### src/rtl/core/xrr_pkg.sv
package xrr_pkg;

  localparam int unsigned DataW = 32;

  localparam logic [DataW-1:0] GenReset = 32'h1176_0001;

  localparam int unsigned ShiftA = 13;
  localparam int unsigned ShiftB = 17;
  localparam int unsigned ShiftC = 5;

  // Step count of the remainder unit: one quotient bit per cycle
  localparam int unsigned DivCntW = 5;
  localparam logic [DivCntW-1:0] DivLastStep = DivCntW'(DataW - 1);

  typedef enum logic [1:0] {
    CMD_RESEED = 2'd0,
    CMD_RAW    = 2'd1,
    CMD_BOUND  = 2'd2,
    CMD_RANGE  = 2'd3
  } xrr_cmd_e;

  typedef enum logic [1:0] {
    ST_IDLE,
    ST_DIV,
    ST_DONE
  } xrr_state_e;

  typedef struct packed {
    logic             start;
    logic [DataW-1:0] dividend;
    logic [DataW-1:0] divisor;
  } xrr_div_ctl_t;

  typedef struct packed {
    logic busy;
    logic done;
  } xrr_div_sts_t;

  // One xorshift32 step
  function automatic logic [DataW-1:0] xorshift_step(input logic [DataW-1:0] x);
    logic [DataW-1:0] a;
    logic [DataW-1:0] b;
    a = x ^ (x << ShiftA);
    b = a ^ (a >> ShiftB);
    return b ^ (b << ShiftC);
  endfunction

endpackage

### src/rtl/core/xrr_if.sv
interface xrr_in_if;
  logic                     valid;
  logic                     ready;
  logic [1:0]               cmd;
  logic [xrr_pkg::DataW-1:0] seed_value;
  logic [xrr_pkg::DataW-1:0] lower_bound;
  logic [xrr_pkg::DataW-1:0] upper_bound;

  modport source (output valid, cmd, seed_value, lower_bound, upper_bound, input ready);
  modport sink   (input valid, cmd, seed_value, lower_bound, upper_bound, output ready);
endinterface

interface xrr_out_if;
  logic                     valid;
  logic                     ready;
  logic [xrr_pkg::DataW-1:0] value;

  modport source (output valid, value, input ready);
  modport sink   (input valid, value, output ready);
endinterface

### src/rtl/core/xrr_rem_unit.sv
module xrr_rem_unit (
  input  logic                         clk_i,
  input  logic                         rst_ni,
  input  xrr_pkg::xrr_div_ctl_t        ctl_i,
  output xrr_pkg::xrr_div_sts_t        sts_o,
  output logic [xrr_pkg::DataW-1:0]    rem_o
);

  localparam int unsigned W = xrr_pkg::DataW;

  logic                        busy_q, busy_d;
  logic [xrr_pkg::DivCntW-1:0] cnt_q, cnt_d;
  logic [W-1:0]                num_q, num_d;
  logic [W-1:0]                div_q, div_d;
  logic [W-1:0]                rem_q, rem_d;
  logic [W:0]                  shifted;
  logic [W+1:0]                diff;
  logic                        last;

  // Hold control state
  always_ff @(posedge clk_i or negedge rst_ni) begin
    if (!rst_ni) begin
      busy_q <= 1'b0;
      cnt_q  <= '0;
    end else begin
      busy_q <= busy_d;
      cnt_q  <= cnt_d;
    end
  end

  // Hold operands and partial remainder
  always_ff @(posedge clk_i) begin
    num_q <= num_d;
    div_q <= div_d;
    rem_q <= rem_d;
  end

  // Shift in one dividend bit, subtract the divisor when it fits
  always_comb begin
    shifted = {rem_q, num_q[W-1]};
    diff    = {1'b0, shifted} - {2'b00, div_q};
    last    = busy_q && (cnt_q == '0);
    busy_d  = busy_q;
    cnt_d   = cnt_q;
    num_d   = num_q;
    div_d   = div_q;
    rem_d   = rem_q;
    if (ctl_i.start) begin
      busy_d = 1'b1;
      cnt_d  = xrr_pkg::DivLastStep;
      num_d  = ctl_i.dividend;
      div_d  = ctl_i.divisor;
      rem_d  = '0;
    end else if (busy_q) begin
      num_d = {num_q[W-2:0], 1'b0};
      rem_d = diff[W+1] ? shifted[W-1:0] : diff[W-1:0];
      cnt_d = cnt_q - 1'b1;
      if (last) begin
        busy_d = 1'b0;
      end
    end
  end

  assign sts_o.busy = busy_q;
  assign sts_o.done = last;
  assign rem_o      = rem_q;

  // A start always launches a pass
  a_start_busy: assert property (@(posedge clk_i) disable iff (!rst_ni)
    ctl_i.start |=> busy_q)
    else $error("remainder unit did not start");

  // A finished remainder is below a nonzero divisor
  a_rem_below: assert property (@(posedge clk_i) disable iff (!rst_ni)
    (last && div_q != '0) |=> (rem_q < div_q))
    else $error("remainder not below divisor");

endmodule

### src/rtl/core/xorshift32_range_random_core.sv
// Channel  Dir  Fields                                      Handshake
// in_i     in   cmd, seed_value, lower_bound, upper_bound   valid/ready
// out_o    out  value                                       valid/ready
//
// Reseed gives no item. Raw draws and draws that skip the reduction (zero
// bound, empty range) pass from accept to loading the output register;
// bounded and range draws pass through accept, 32 shift-subtract steps of
// the shared remainder unit, then the low-bound add and output load.
// Reset (rst_ni low, asynchronous) loads the state 0x11760001 and empties
// the output register. A stalled output holds its item; the next item is
// accepted once the result has moved into the output register.
module xorshift32_range_random_core (
  input  logic         clk_i,
  input  logic         rst_ni,
  xrr_in_if.sink       in_i,
  xrr_out_if.source    out_o
);

  localparam int unsigned W = xrr_pkg::DataW;

  xrr_pkg::xrr_state_e   state_q, state_d;
  logic [W-1:0]          gen_q, gen_d;
  logic [W-1:0]          base_q, base_d;
  logic                  use_rem_q, use_rem_d;
  logic                  out_valid_q, out_valid_d;
  logic [W-1:0]          out_value_q, out_value_d;
  logic [W-1:0]          gen_next;
  logic [W-1:0]          span;
  logic                  empty_range;
  logic                  accept;
  logic                  out_free;
  logic [W-1:0]          rem;
  xrr_pkg::xrr_div_ctl_t div_ctl;
  xrr_pkg::xrr_div_sts_t div_sts;

  xrr_rem_unit u_rem (
    .clk_i  (clk_i),
    .rst_ni (rst_ni),
    .ctl_i  (div_ctl),
    .sts_o  (div_sts),
    .rem_o  (rem)
  );

  // Hold control state
  always_ff @(posedge clk_i or negedge rst_ni) begin
    if (!rst_ni) begin
      state_q     <= xrr_pkg::ST_IDLE;
      gen_q       <= xrr_pkg::GenReset;
      out_valid_q <= 1'b0;
    end else begin
      state_q     <= state_d;
      gen_q       <= gen_d;
      out_valid_q <= out_valid_d;
    end
  end

  // Hold payload
  always_ff @(posedge clk_i) begin
    base_q      <= base_d;
    use_rem_q   <= use_rem_d;
    out_value_q <= out_value_d;
  end

  assign gen_next    = xrr_pkg::xorshift_step(gen_q);
  assign empty_range = $signed(in_i.lower_bound) >= $signed(in_i.upper_bound);
  assign accept      = in_i.valid && in_i.ready;
  assign out_free    = !out_valid_q || out_o.ready;

  // Sequence commands through the remainder unit
  always_comb begin
    state_d          = state_q;
    gen_d            = gen_q;
    base_d           = base_q;
    use_rem_d        = use_rem_q;
    out_valid_d      = out_valid_q;
    out_value_d      = out_value_q;
    div_ctl.start    = 1'b0;
    div_ctl.dividend = gen_next >> 1;
    span             = in_i.upper_bound;
    in_i.ready       = 1'b0;

    // Drop the output item once taken
    if (out_valid_q && out_o.ready) begin
      out_valid_d = 1'b0;
    end

    unique case (state_q)
      xrr_pkg::ST_IDLE: begin
        in_i.ready = 1'b1;
        if (in_i.valid) begin
          unique case (in_i.cmd)
            xrr_pkg::CMD_RESEED: begin
              if (in_i.seed_value != '0) begin
                gen_d = in_i.seed_value;
              end
            end
            xrr_pkg::CMD_RAW: begin
              gen_d     = gen_next;
              base_d    = gen_next >> 1;
              use_rem_d = 1'b0;
              state_d   = xrr_pkg::ST_DONE;
            end
            xrr_pkg::CMD_BOUND: begin
              span      = in_i.upper_bound;
              base_d    = '0;
              use_rem_d = (span != '0);
              if (span != '0) begin
                gen_d         = gen_next;
                div_ctl.start = 1'b1;
                state_d       = xrr_pkg::ST_DIV;
              end else begin
                state_d = xrr_pkg::ST_DONE;
              end
            end
            xrr_pkg::CMD_RANGE: begin
              span      = in_i.upper_bound - in_i.lower_bound;
              base_d    = in_i.lower_bound;
              use_rem_d = !empty_range;
              if (!empty_range) begin
                gen_d         = gen_next;
                div_ctl.start = 1'b1;
                state_d       = xrr_pkg::ST_DIV;
              end else begin
                state_d = xrr_pkg::ST_DONE;
              end
            end
            default: ;
          endcase
        end
      end
      xrr_pkg::ST_DIV: begin
        if (div_sts.done) begin
          state_d = xrr_pkg::ST_DONE;
        end
      end
      xrr_pkg::ST_DONE: begin
        // Load the output register when it is free
        if (out_free) begin
          out_valid_d = 1'b1;
          out_value_d = base_q + (use_rem_q ? rem : '0);
          state_d     = xrr_pkg::ST_IDLE;
        end
      end
      default: state_d = xrr_pkg::ST_IDLE;
    endcase

    div_ctl.divisor = span;
  end

  assign out_o.valid = out_valid_q;
  assign out_o.value = out_value_q;

  // The generator state never collapses to zero
  a_gen_nonzero: assert property (@(posedge clk_i) disable iff (!rst_ni)
    gen_q != '0)
    else $error("generator state became zero");

  // A zero seed leaves the state unchanged
  a_zero_seed: assert property (@(posedge clk_i) disable iff (!rst_ni)
    (accept && in_i.cmd == xrr_pkg::CMD_RESEED && in_i.seed_value == '0)
      |=> $stable(gen_q))
    else $error("zero seed changed state");

  // The remainder unit runs only while the sequencer waits on it
  a_div_owned: assert property (@(posedge clk_i) disable iff (!rst_ni)
    div_sts.busy |-> (state_q == xrr_pkg::ST_DIV))
    else $error("remainder unit busy outside divide state");

endmodule

### src/flat_wrapper.sv
// flat-port wrapper written by rule: the top's interface ports become plain ports
module xorshift32_range_random_core_flat 
  (clk_i, rst_ni, in_i_valid, in_i_cmd, in_i_seed_value, in_i_lower_bound, in_i_upper_bound, in_i_ready, out_o_valid, out_o_value, out_o_ready);
  xrr_in_if in_i_i ();
  xrr_out_if out_o_i ();
  input  logic clk_i;
  input  logic rst_ni;
  input wire logic [$bits(in_i_i.valid)-1:0] in_i_valid;
  input wire logic [$bits(in_i_i.cmd)-1:0] in_i_cmd;
  input wire logic [$bits(in_i_i.seed_value)-1:0] in_i_seed_value;
  input wire logic [$bits(in_i_i.lower_bound)-1:0] in_i_lower_bound;
  input wire logic [$bits(in_i_i.upper_bound)-1:0] in_i_upper_bound;
  output wire logic [$bits(in_i_i.ready)-1:0] in_i_ready;
  output wire logic [$bits(out_o_i.valid)-1:0] out_o_valid;
  output wire logic [$bits(out_o_i.value)-1:0] out_o_value;
  input wire logic [$bits(out_o_i.ready)-1:0] out_o_ready;
  assign in_i_i.valid = in_i_valid;
  assign in_i_i.cmd = in_i_cmd;
  assign in_i_i.seed_value = in_i_seed_value;
  assign in_i_i.lower_bound = in_i_lower_bound;
  assign in_i_i.upper_bound = in_i_upper_bound;
  assign in_i_ready = in_i_i.ready;
  assign out_o_valid = out_o_i.valid;
  assign out_o_value = out_o_i.value;
  assign out_o_i.ready = out_o_ready;
  xorshift32_range_random_core u_core (.clk_i(clk_i), .rst_ni(rst_ni), .in_i(in_i_i), .out_o(out_o_i));
endmodule
### config.mk
export PLATFORM = sky130hd
export DESIGN_NAME = xorshift32_range_random_core_flat
export DESIGN_NICKNAME = d
export VERILOG_FILES = /design/src/rtl/core/xrr_pkg.sv /design/src/rtl/core/xrr_if.sv /design/src/rtl/core/xrr_rem_unit.sv /design/src/rtl/core/xorshift32_range_random_core.sv /design/src/flat_wrapper.sv
export SDC_FILE = /design/constraint.sdc
export NUM_CORES = 1
export LEC_CHECK = 0
export ABC_AREA = 1
export BUFFER_PORTS_ARGS = -buffer_cell sky130_fd_sc_hd__buf_2
export CAP_MARGIN = 20
export CORE_MARGIN = 2
export CORE_UTILIZATION = 35
export DETAILED_ROUTE_END_ITERATION = 6
export PLACE_DENSITY = 0.59
export RECOVER_POWER = 25
export SYNTH_ARGS = -nofsm -noshare
export SYNTH_HDL_FRONTEND = slang
export SYNTH_SLANG_ARGS = --single-unit
### constraint.sdc
create_clock -name clk_i -period 3.7 [get_ports clk_i]
set_input_delay 0.37 -clock clk_i [delete_from_list [all_inputs] [get_ports clk_i]]
set_output_delay 0.37 -clock clk_i [all_outputs]
set_load 0.1 [all_outputs]
# Word-level counts from Yosys, hierarchy flattened
# Index checks and enable logic that the tools add are counted.
dict set report classes {
  add_sub_neg 4
  n_mux 34
  n_lt_le_gt_ge 1
  n_reduce_logical 16
  bitwise 3
  n_eq_ne 12
}
# cell n
set op_table {}
lappend op_table {{two-way mux 32 bit} 8}
lappend op_table {{case mux 32 bit (4 select lines)} 1}
lappend op_table {{case mux 32 bit (3 select lines)} 1}
lappend op_table {{nonzero test 32 bit} 2}
lappend op_table {{bitwise XOR 32 bit} 2}
lappend op_table {{two-way mux 31 bit} 2}
lappend op_table {{subtractor 33 x 32 -> 34 bit} 1}
lappend op_table {{adder 32 bit} 1}
lappend op_table {{greater-or-equal comparator 32 bit} 1}
lappend op_table {{subtractor 32 bit} 1}
lappend op_table {{bitwise XOR 32 x 15 -> 32 bit} 1}
lappend op_table {{case mux 2 bit (3 select lines)} 2}
lappend op_table {{two-way mux 1 bit} 11}
lappend op_table {{two-way mux 2 bit} 5}
lappend op_table {{two-way mux 5 bit} 2}
lappend op_table {{== test 2 bit (second input constant)} 3}
lappend op_table {{inequality test 2 x 1 -> 1 bit (second input constant)} 3}
lappend op_table {{inequality test 2 bit (second input constant)} 3}
lappend op_table {{zero test 5 bit} 1}
lappend op_table {{AND reduction 5 bit} 1}
lappend op_table {{subtractor 5 x 1 -> 5 bit (second input constant)} 1}
lappend op_table {{== test 2 x 1 -> 1 bit (second input constant)} 2}
lappend op_table {{zero test 2 bit} 2}
lappend op_table {{inequality test 4 bit (second input constant)} 1}
lappend op_table {{10 further kinds} 12}
dict set report totals {
  input_bits 102
  wordCells 82
  ff_bits 202
}

# Longest topological paths before layout
dict set report logic_depth {
  ltp_word 6
  depth_mapped 20
  depth_no_buf 19
}

# Cells and area by module
# From an unflattened synthesis, not the netlist that was laid out.
dict set report unflattened {
  cells_unflattened 2422
  area_unflattened_um2 16804.9
}
# module area_per_inst_um2 cells_per_inst instances
set modules_own_cells {}
lappend modules_own_cells {xorshift32_range_random_core 9989.6 1432 1}
lappend modules_own_cells {xrr_rem_unit 6815.3 990 1}

# Least setup slack after synthesis
# Ideal clock, no wire load.
dict set report synth_timing {
  path_kind {register to register}
  from {register u_core.state_q[1]}
  to {register u_core.base_q[0] (enable)}
  slack_ps -379
  arrival_ps 3656
  required_time_ps 3277
  stages_incl_launch_ff 4
  setup_ps 423
  path_buffers 0
  cell_sequence {dfrtp_1 -> nor2_1 -> nand2_1 -> nor2_1}
}
dict set report synth_between {
  elab_chain_cells 2
}
# element line
set synth_rtl {}
lappend synth_rtl {{from (decl)} xorshift32_range_random_core.sv:21} ;# xrr_pkg::xrr_state_e state_q, state_d;
lappend synth_rtl {{from (signal assigned)} xorshift32_range_random_core.sv:47} ;# state_q <= xrr_pkg::ST_IDLE;
lappend synth_rtl {{from (signal assigned)} xorshift32_range_random_core.sv:51} ;# state_q <= state_d;
lappend synth_rtl {{zero test 2 bit} xorshift32_range_random_core.sv:87} ;# unique case (state_q)
lappend synth_rtl {{AND reduction 3 bit (no source line)} --}
lappend synth_rtl {{to (signal assigned)} xorshift32_range_random_core.sv:59} ;# base_q <= base_d;
lappend synth_rtl {{to (decl)} xorshift32_range_random_core.sv:23} ;# logic [W-1:0] base_q, base_d;
# No other way between the ends.
# A chain may end at the register's enable or synchronous reset.

# Final worst setup path
dict set report layout_timing {
  from {register u_core.use_rem_q}
  to {register u_core.out_value_q[26], in the netlist u_core.out_o.value[26], data pin}
}
dict set report layout_between {
  elab_chain_cells 2
}
# element line
set layout_rtl {}
lappend layout_rtl {{from (decl)} xorshift32_range_random_core.sv:24} ;# logic use_rem_q, use_rem_d;
lappend layout_rtl {{from (signal assigned)} xorshift32_range_random_core.sv:60} ;# use_rem_q <= use_rem_d;
lappend layout_rtl {{two-way mux 32 bit} xorshift32_range_random_core.sv:140} ;# out_value_d = base_q + (use_rem_q ? rem : '0);
lappend layout_rtl {{adder 32 bit} xorshift32_range_random_core.sv:140}
lappend layout_rtl {{to (signal assigned)} xorshift32_range_random_core.sv:61} ;# out_value_q <= out_value_d;
lappend layout_rtl {{to (decl)} xorshift32_range_random_core.sv:26} ;# logic [W-1:0] out_value_q, out_value_d;
# No other way between the ends.

==> run_results.csv <==
group,metric,value,unit
status,status,"finished, violations left",
status,violations,"max-capacitance violations, max-slew violations",
global_routing,track_usage,22.7,%
synth,async_reset_ff_share,20.3,%
floorplanning,fp-row-count,80,
worst_setup_path,worst-r2r-setup-slack,0.77,ns
worst_setup_path,required,4.01,ns
placed_design,io_buffers,135,
global_routing,globalRoute.totalOverflow,0,
layout,area_growth,12.3,%
synth,syn-num-nets,2646,
synth,ys.flop_type,"edfxtp_1",
sta,whs,0.0231,ns
layout,stdcell_count,3172,
routing,wirelength_met1,25.7,mm
layout,drive_above_1_share,8.45,%
routing,wl_per_cell,17.9,um
sta,fin_crit,2.93,ns
routing,vias,15900,
sta,hold_viol_final,0,
worst_setup_path,arrival,3.24,ns
synth,ys_warn_count,0,
routing,firstDrtPassIters,7,
routing,via_per_inst,5.03,
power,power.leakage,9.81,nW
routing,drc,0,
worst_setup_path,worst_setup_path_start_kind,"flip-flop",
sta,timing.final.crit_share,79.3,%
clocking,path_clk_slew,0.06,ns
worst_setup_path,end_kind,"flip-flop",
synth,yosysSeqAreaShare,33.0,%
sta,setup_viol,0,
placed_design,hpwl,46.1,mm
layout,fill_cells,5022,
sta,relSlewSlack,-53.9,%
layout,final_common_cell,"nand2_1",
clocking,htreeDepth,1,
flow_run,drv_cap,2,
worst_setup_path,critical_path_peak_fanout,16,
global_routing,grt_max_degree,64,
synth,synth-seq-cells,202,
routing,dr.max_layer_used,"met5",
synth,synth_area,0.0168,mm2
clocking,cts_root_buf,"clkbuf_16",
sta,skew,0.0156,ns
sta,fmax,0.341,GHz
layout,mostFrequentLayoutCells,"nand2_1 (725), inv_1 (402), nor2_1 (181)",
floorplanning,core_area,0.0475,mm2
synth,synth.avg_cell_area,6.97,um2
global_routing,grt_pass1_wl,87.6,mm
floorplanning,io-pin-count,136,
synth,synth_edf_count,128,
synth,synth_cell_types,51,
floorplanning,fp.dieArea,0.0498,mm2
floorplanning,start_util,35.3,%
placed_design,gp_congestion,0.964,
routing,ant_nets,0,
sta,tightest_slew,2.31,ns
sta,rsz0062_at_grt,"false",
clocking,worstSkewPairLatency,0.55,ns
placed_design,place_inst,3123,
sta,maxSlewViolCount,75,
routing,routed-wl-met2,25.5,mm
worst_setup_path,critPathKind,"reg -> reg",
global_routing,grt_pass1_vias,15400,
synth,netlist_instances,2410,
clocking,cts_max_path_buffers,3,
floorplanning,die_h,223,um
min_path,holdCritPathClass,"in -> reg",
clocking,cts_sinks,202,
layout,seq_area,0.00554,mm2
power,power_density,980,mW/mm2
clocking,cts_tree,"yes",
clocking,cts_made_buffers,25,
global_routing,antenna_found_initial,2,
layout,nets,2773,
clocking,cts-resized-gates,0,
routing,drt_wl_total,56.8,mm
routing,dr.first_iter.drc_count,1328,
floorplanning,die_w,223,um
routing,routed-wl-met3,3.14,mm
layout,multi_input_area,0.00940,mm2
power,ir_drop,721,uV
## worst paths after layout
path	from	endpoint	cells after the start
hold reg to reg	u_core.gen_q[28]$_DFFE_PN1P_	u_core.gen_q[28]$_DFFE_PN1P_	2
hold / removal	out_o_ready	u_core.out_o.valid$_DFF_PN0_	2
setup reg to reg	u_core.use_rem_q$_DFFE_PP_	u_core.out_o.value[26]$_DFFE_PP_	16
max in group asynchronous	rst_ni	u_core.u_rem.cnt_q[1]$_DFFE_PN0P_	2
min in group asynchronous	rst_ni	u_core.gen_q[23]$_DFFE_PN0P_	2
setup / recovery	u_core.use_rem_q$_DFFE_PP_	u_core.out_o.value[26]$_DFFE_PP_	16
## per-stage QoR
stage / utilization [%] / area, um2 / setup TNS, ns / total power, mW / setup slack, ns
detailed placement: 38.1 / 18100 / 0 / 16.1 / 0.758
global route: 39.7 / 18900 / 0 / 20.0 / 0.428
floorplan: - / 16800 / -0.749 / 12.8 / -0.0242
CTS: 39.7 / 18900 / 0 / 18.5 / 0.737
finish: 39.7 / 18900 / 0 / 18.5 / 0.765
global placement: 38.1 / 18100 / 0 / 16.0 / 0.788
## cell families (layout without fill, tap and decap cells)
| family | count (synthesis) | count (layout) | share of synthesized area, % |
|---|---|---|---|
| AND/OR/NAND/NOR | 1169 | 1169 | 29.1 |
| buffers and inverters | 468 | 614 | 11.1 |
| AO/OA/AOI/OAI | 320 | 320 | 10.5 |
| other | 0 | 1 | 0 |
| adder cells (fa/ha/maj) | 134 | 134 | 10.1 |
| flip-flops | 202 | 202 | 33.0 |
| XOR/XNOR | 117 | 117 | 6.14 |
## cell usage after synthesis, drive strengths merged, types with 28 or more instances
master / number / share of area (%)
a21oi: 114 / 3.5
buf: 28 / 1.3
clkbuf: 33 / 0.74
dfrtp: 33 / 4.9
dfxtp: 33 / 3.9
edfxtp: 128 / 23
ha: 131 / 9.8
inv: 406 / 9.1
nand2: 731 / 16
nand3: 142 / 4.4
nand4: 54 / 2.1
nor2: 188 / 4.3
o21ai: 144 / 4.3
xnor2: 46 / 2.4
xor2: 71 / 3.7
## timing repair
| item | 4_1_cts | 5_1_grt |
|---|---|---|
| buffers inserted | 0 | 0 |
| endpoints found under the hold margin | 6 | 0 |
| hold buffers | 1 | 0 |
## routing by layer
metal	vias to the layer above	global-route usage, %
li1	7990	-
met1	7354	30.6
met2	494	36.7
met3	104	3.12
met4	2	9.24
met5	-	0
## cell type report
| cell class | count | share of cell area [%] |
|---|---|---|
| sequential | 202 | 29.4 |
| timing repair buffer | 161 | 4.62 |
| multi-input combinational | 1740 | 49.8 |
| clock inverter | 17 | 0.590 |
| antenna | 1 | 0.0133 |
| inverter | 407 | 8.10 |
| clock buffer | 29 | 3.40 |
| tap | 615 | 4.08 |
## power breakdown
part	switching (mW)	internal, mW	leakage [nW]	total (mW)
sequential	0.763	3.83	1.99	4.59
clock	1.03	1.25	0.354	2.29
combinational	8.20	3.41	7.46	11.6
## sequential cells by signal (all words and copies together) (netlist names)
register / cells
u_core.out_o.value: 32
u_core.use_rem_q: 1
u_core.gen_q: 32
u_core.u_rem.num_q: 32
u_core.state_q: 2
u_core.u_rem.rem_o: 32
u_core.base_q: 32
u_core.out_o.valid: 1
u_core.u_rem.busy_q: 1
u_core.u_rem.cnt_q: 5
u_core.u_rem.div_q: 32
## worst max-delay path, cell delays in order, from the launching register on
cell and delay, ns:
edfxtp_1 0.62, nand2_1 0.13, inv_1 0.08, ha_1 0.17, inv_1 0.06, fa_1 0.40, o21ai_0 0.29, nand2_1 0.08
nand2_1 0.14, a21o_1 0.18, nand2_1 0.06, nand2_1 0.12, nand2_1 0.07, nand2_1 0.09, nand2_1 0.08, nand3_1 0.07
nand2_1 0.05
No activity file was read; power rests on OpenSTA's default activity.
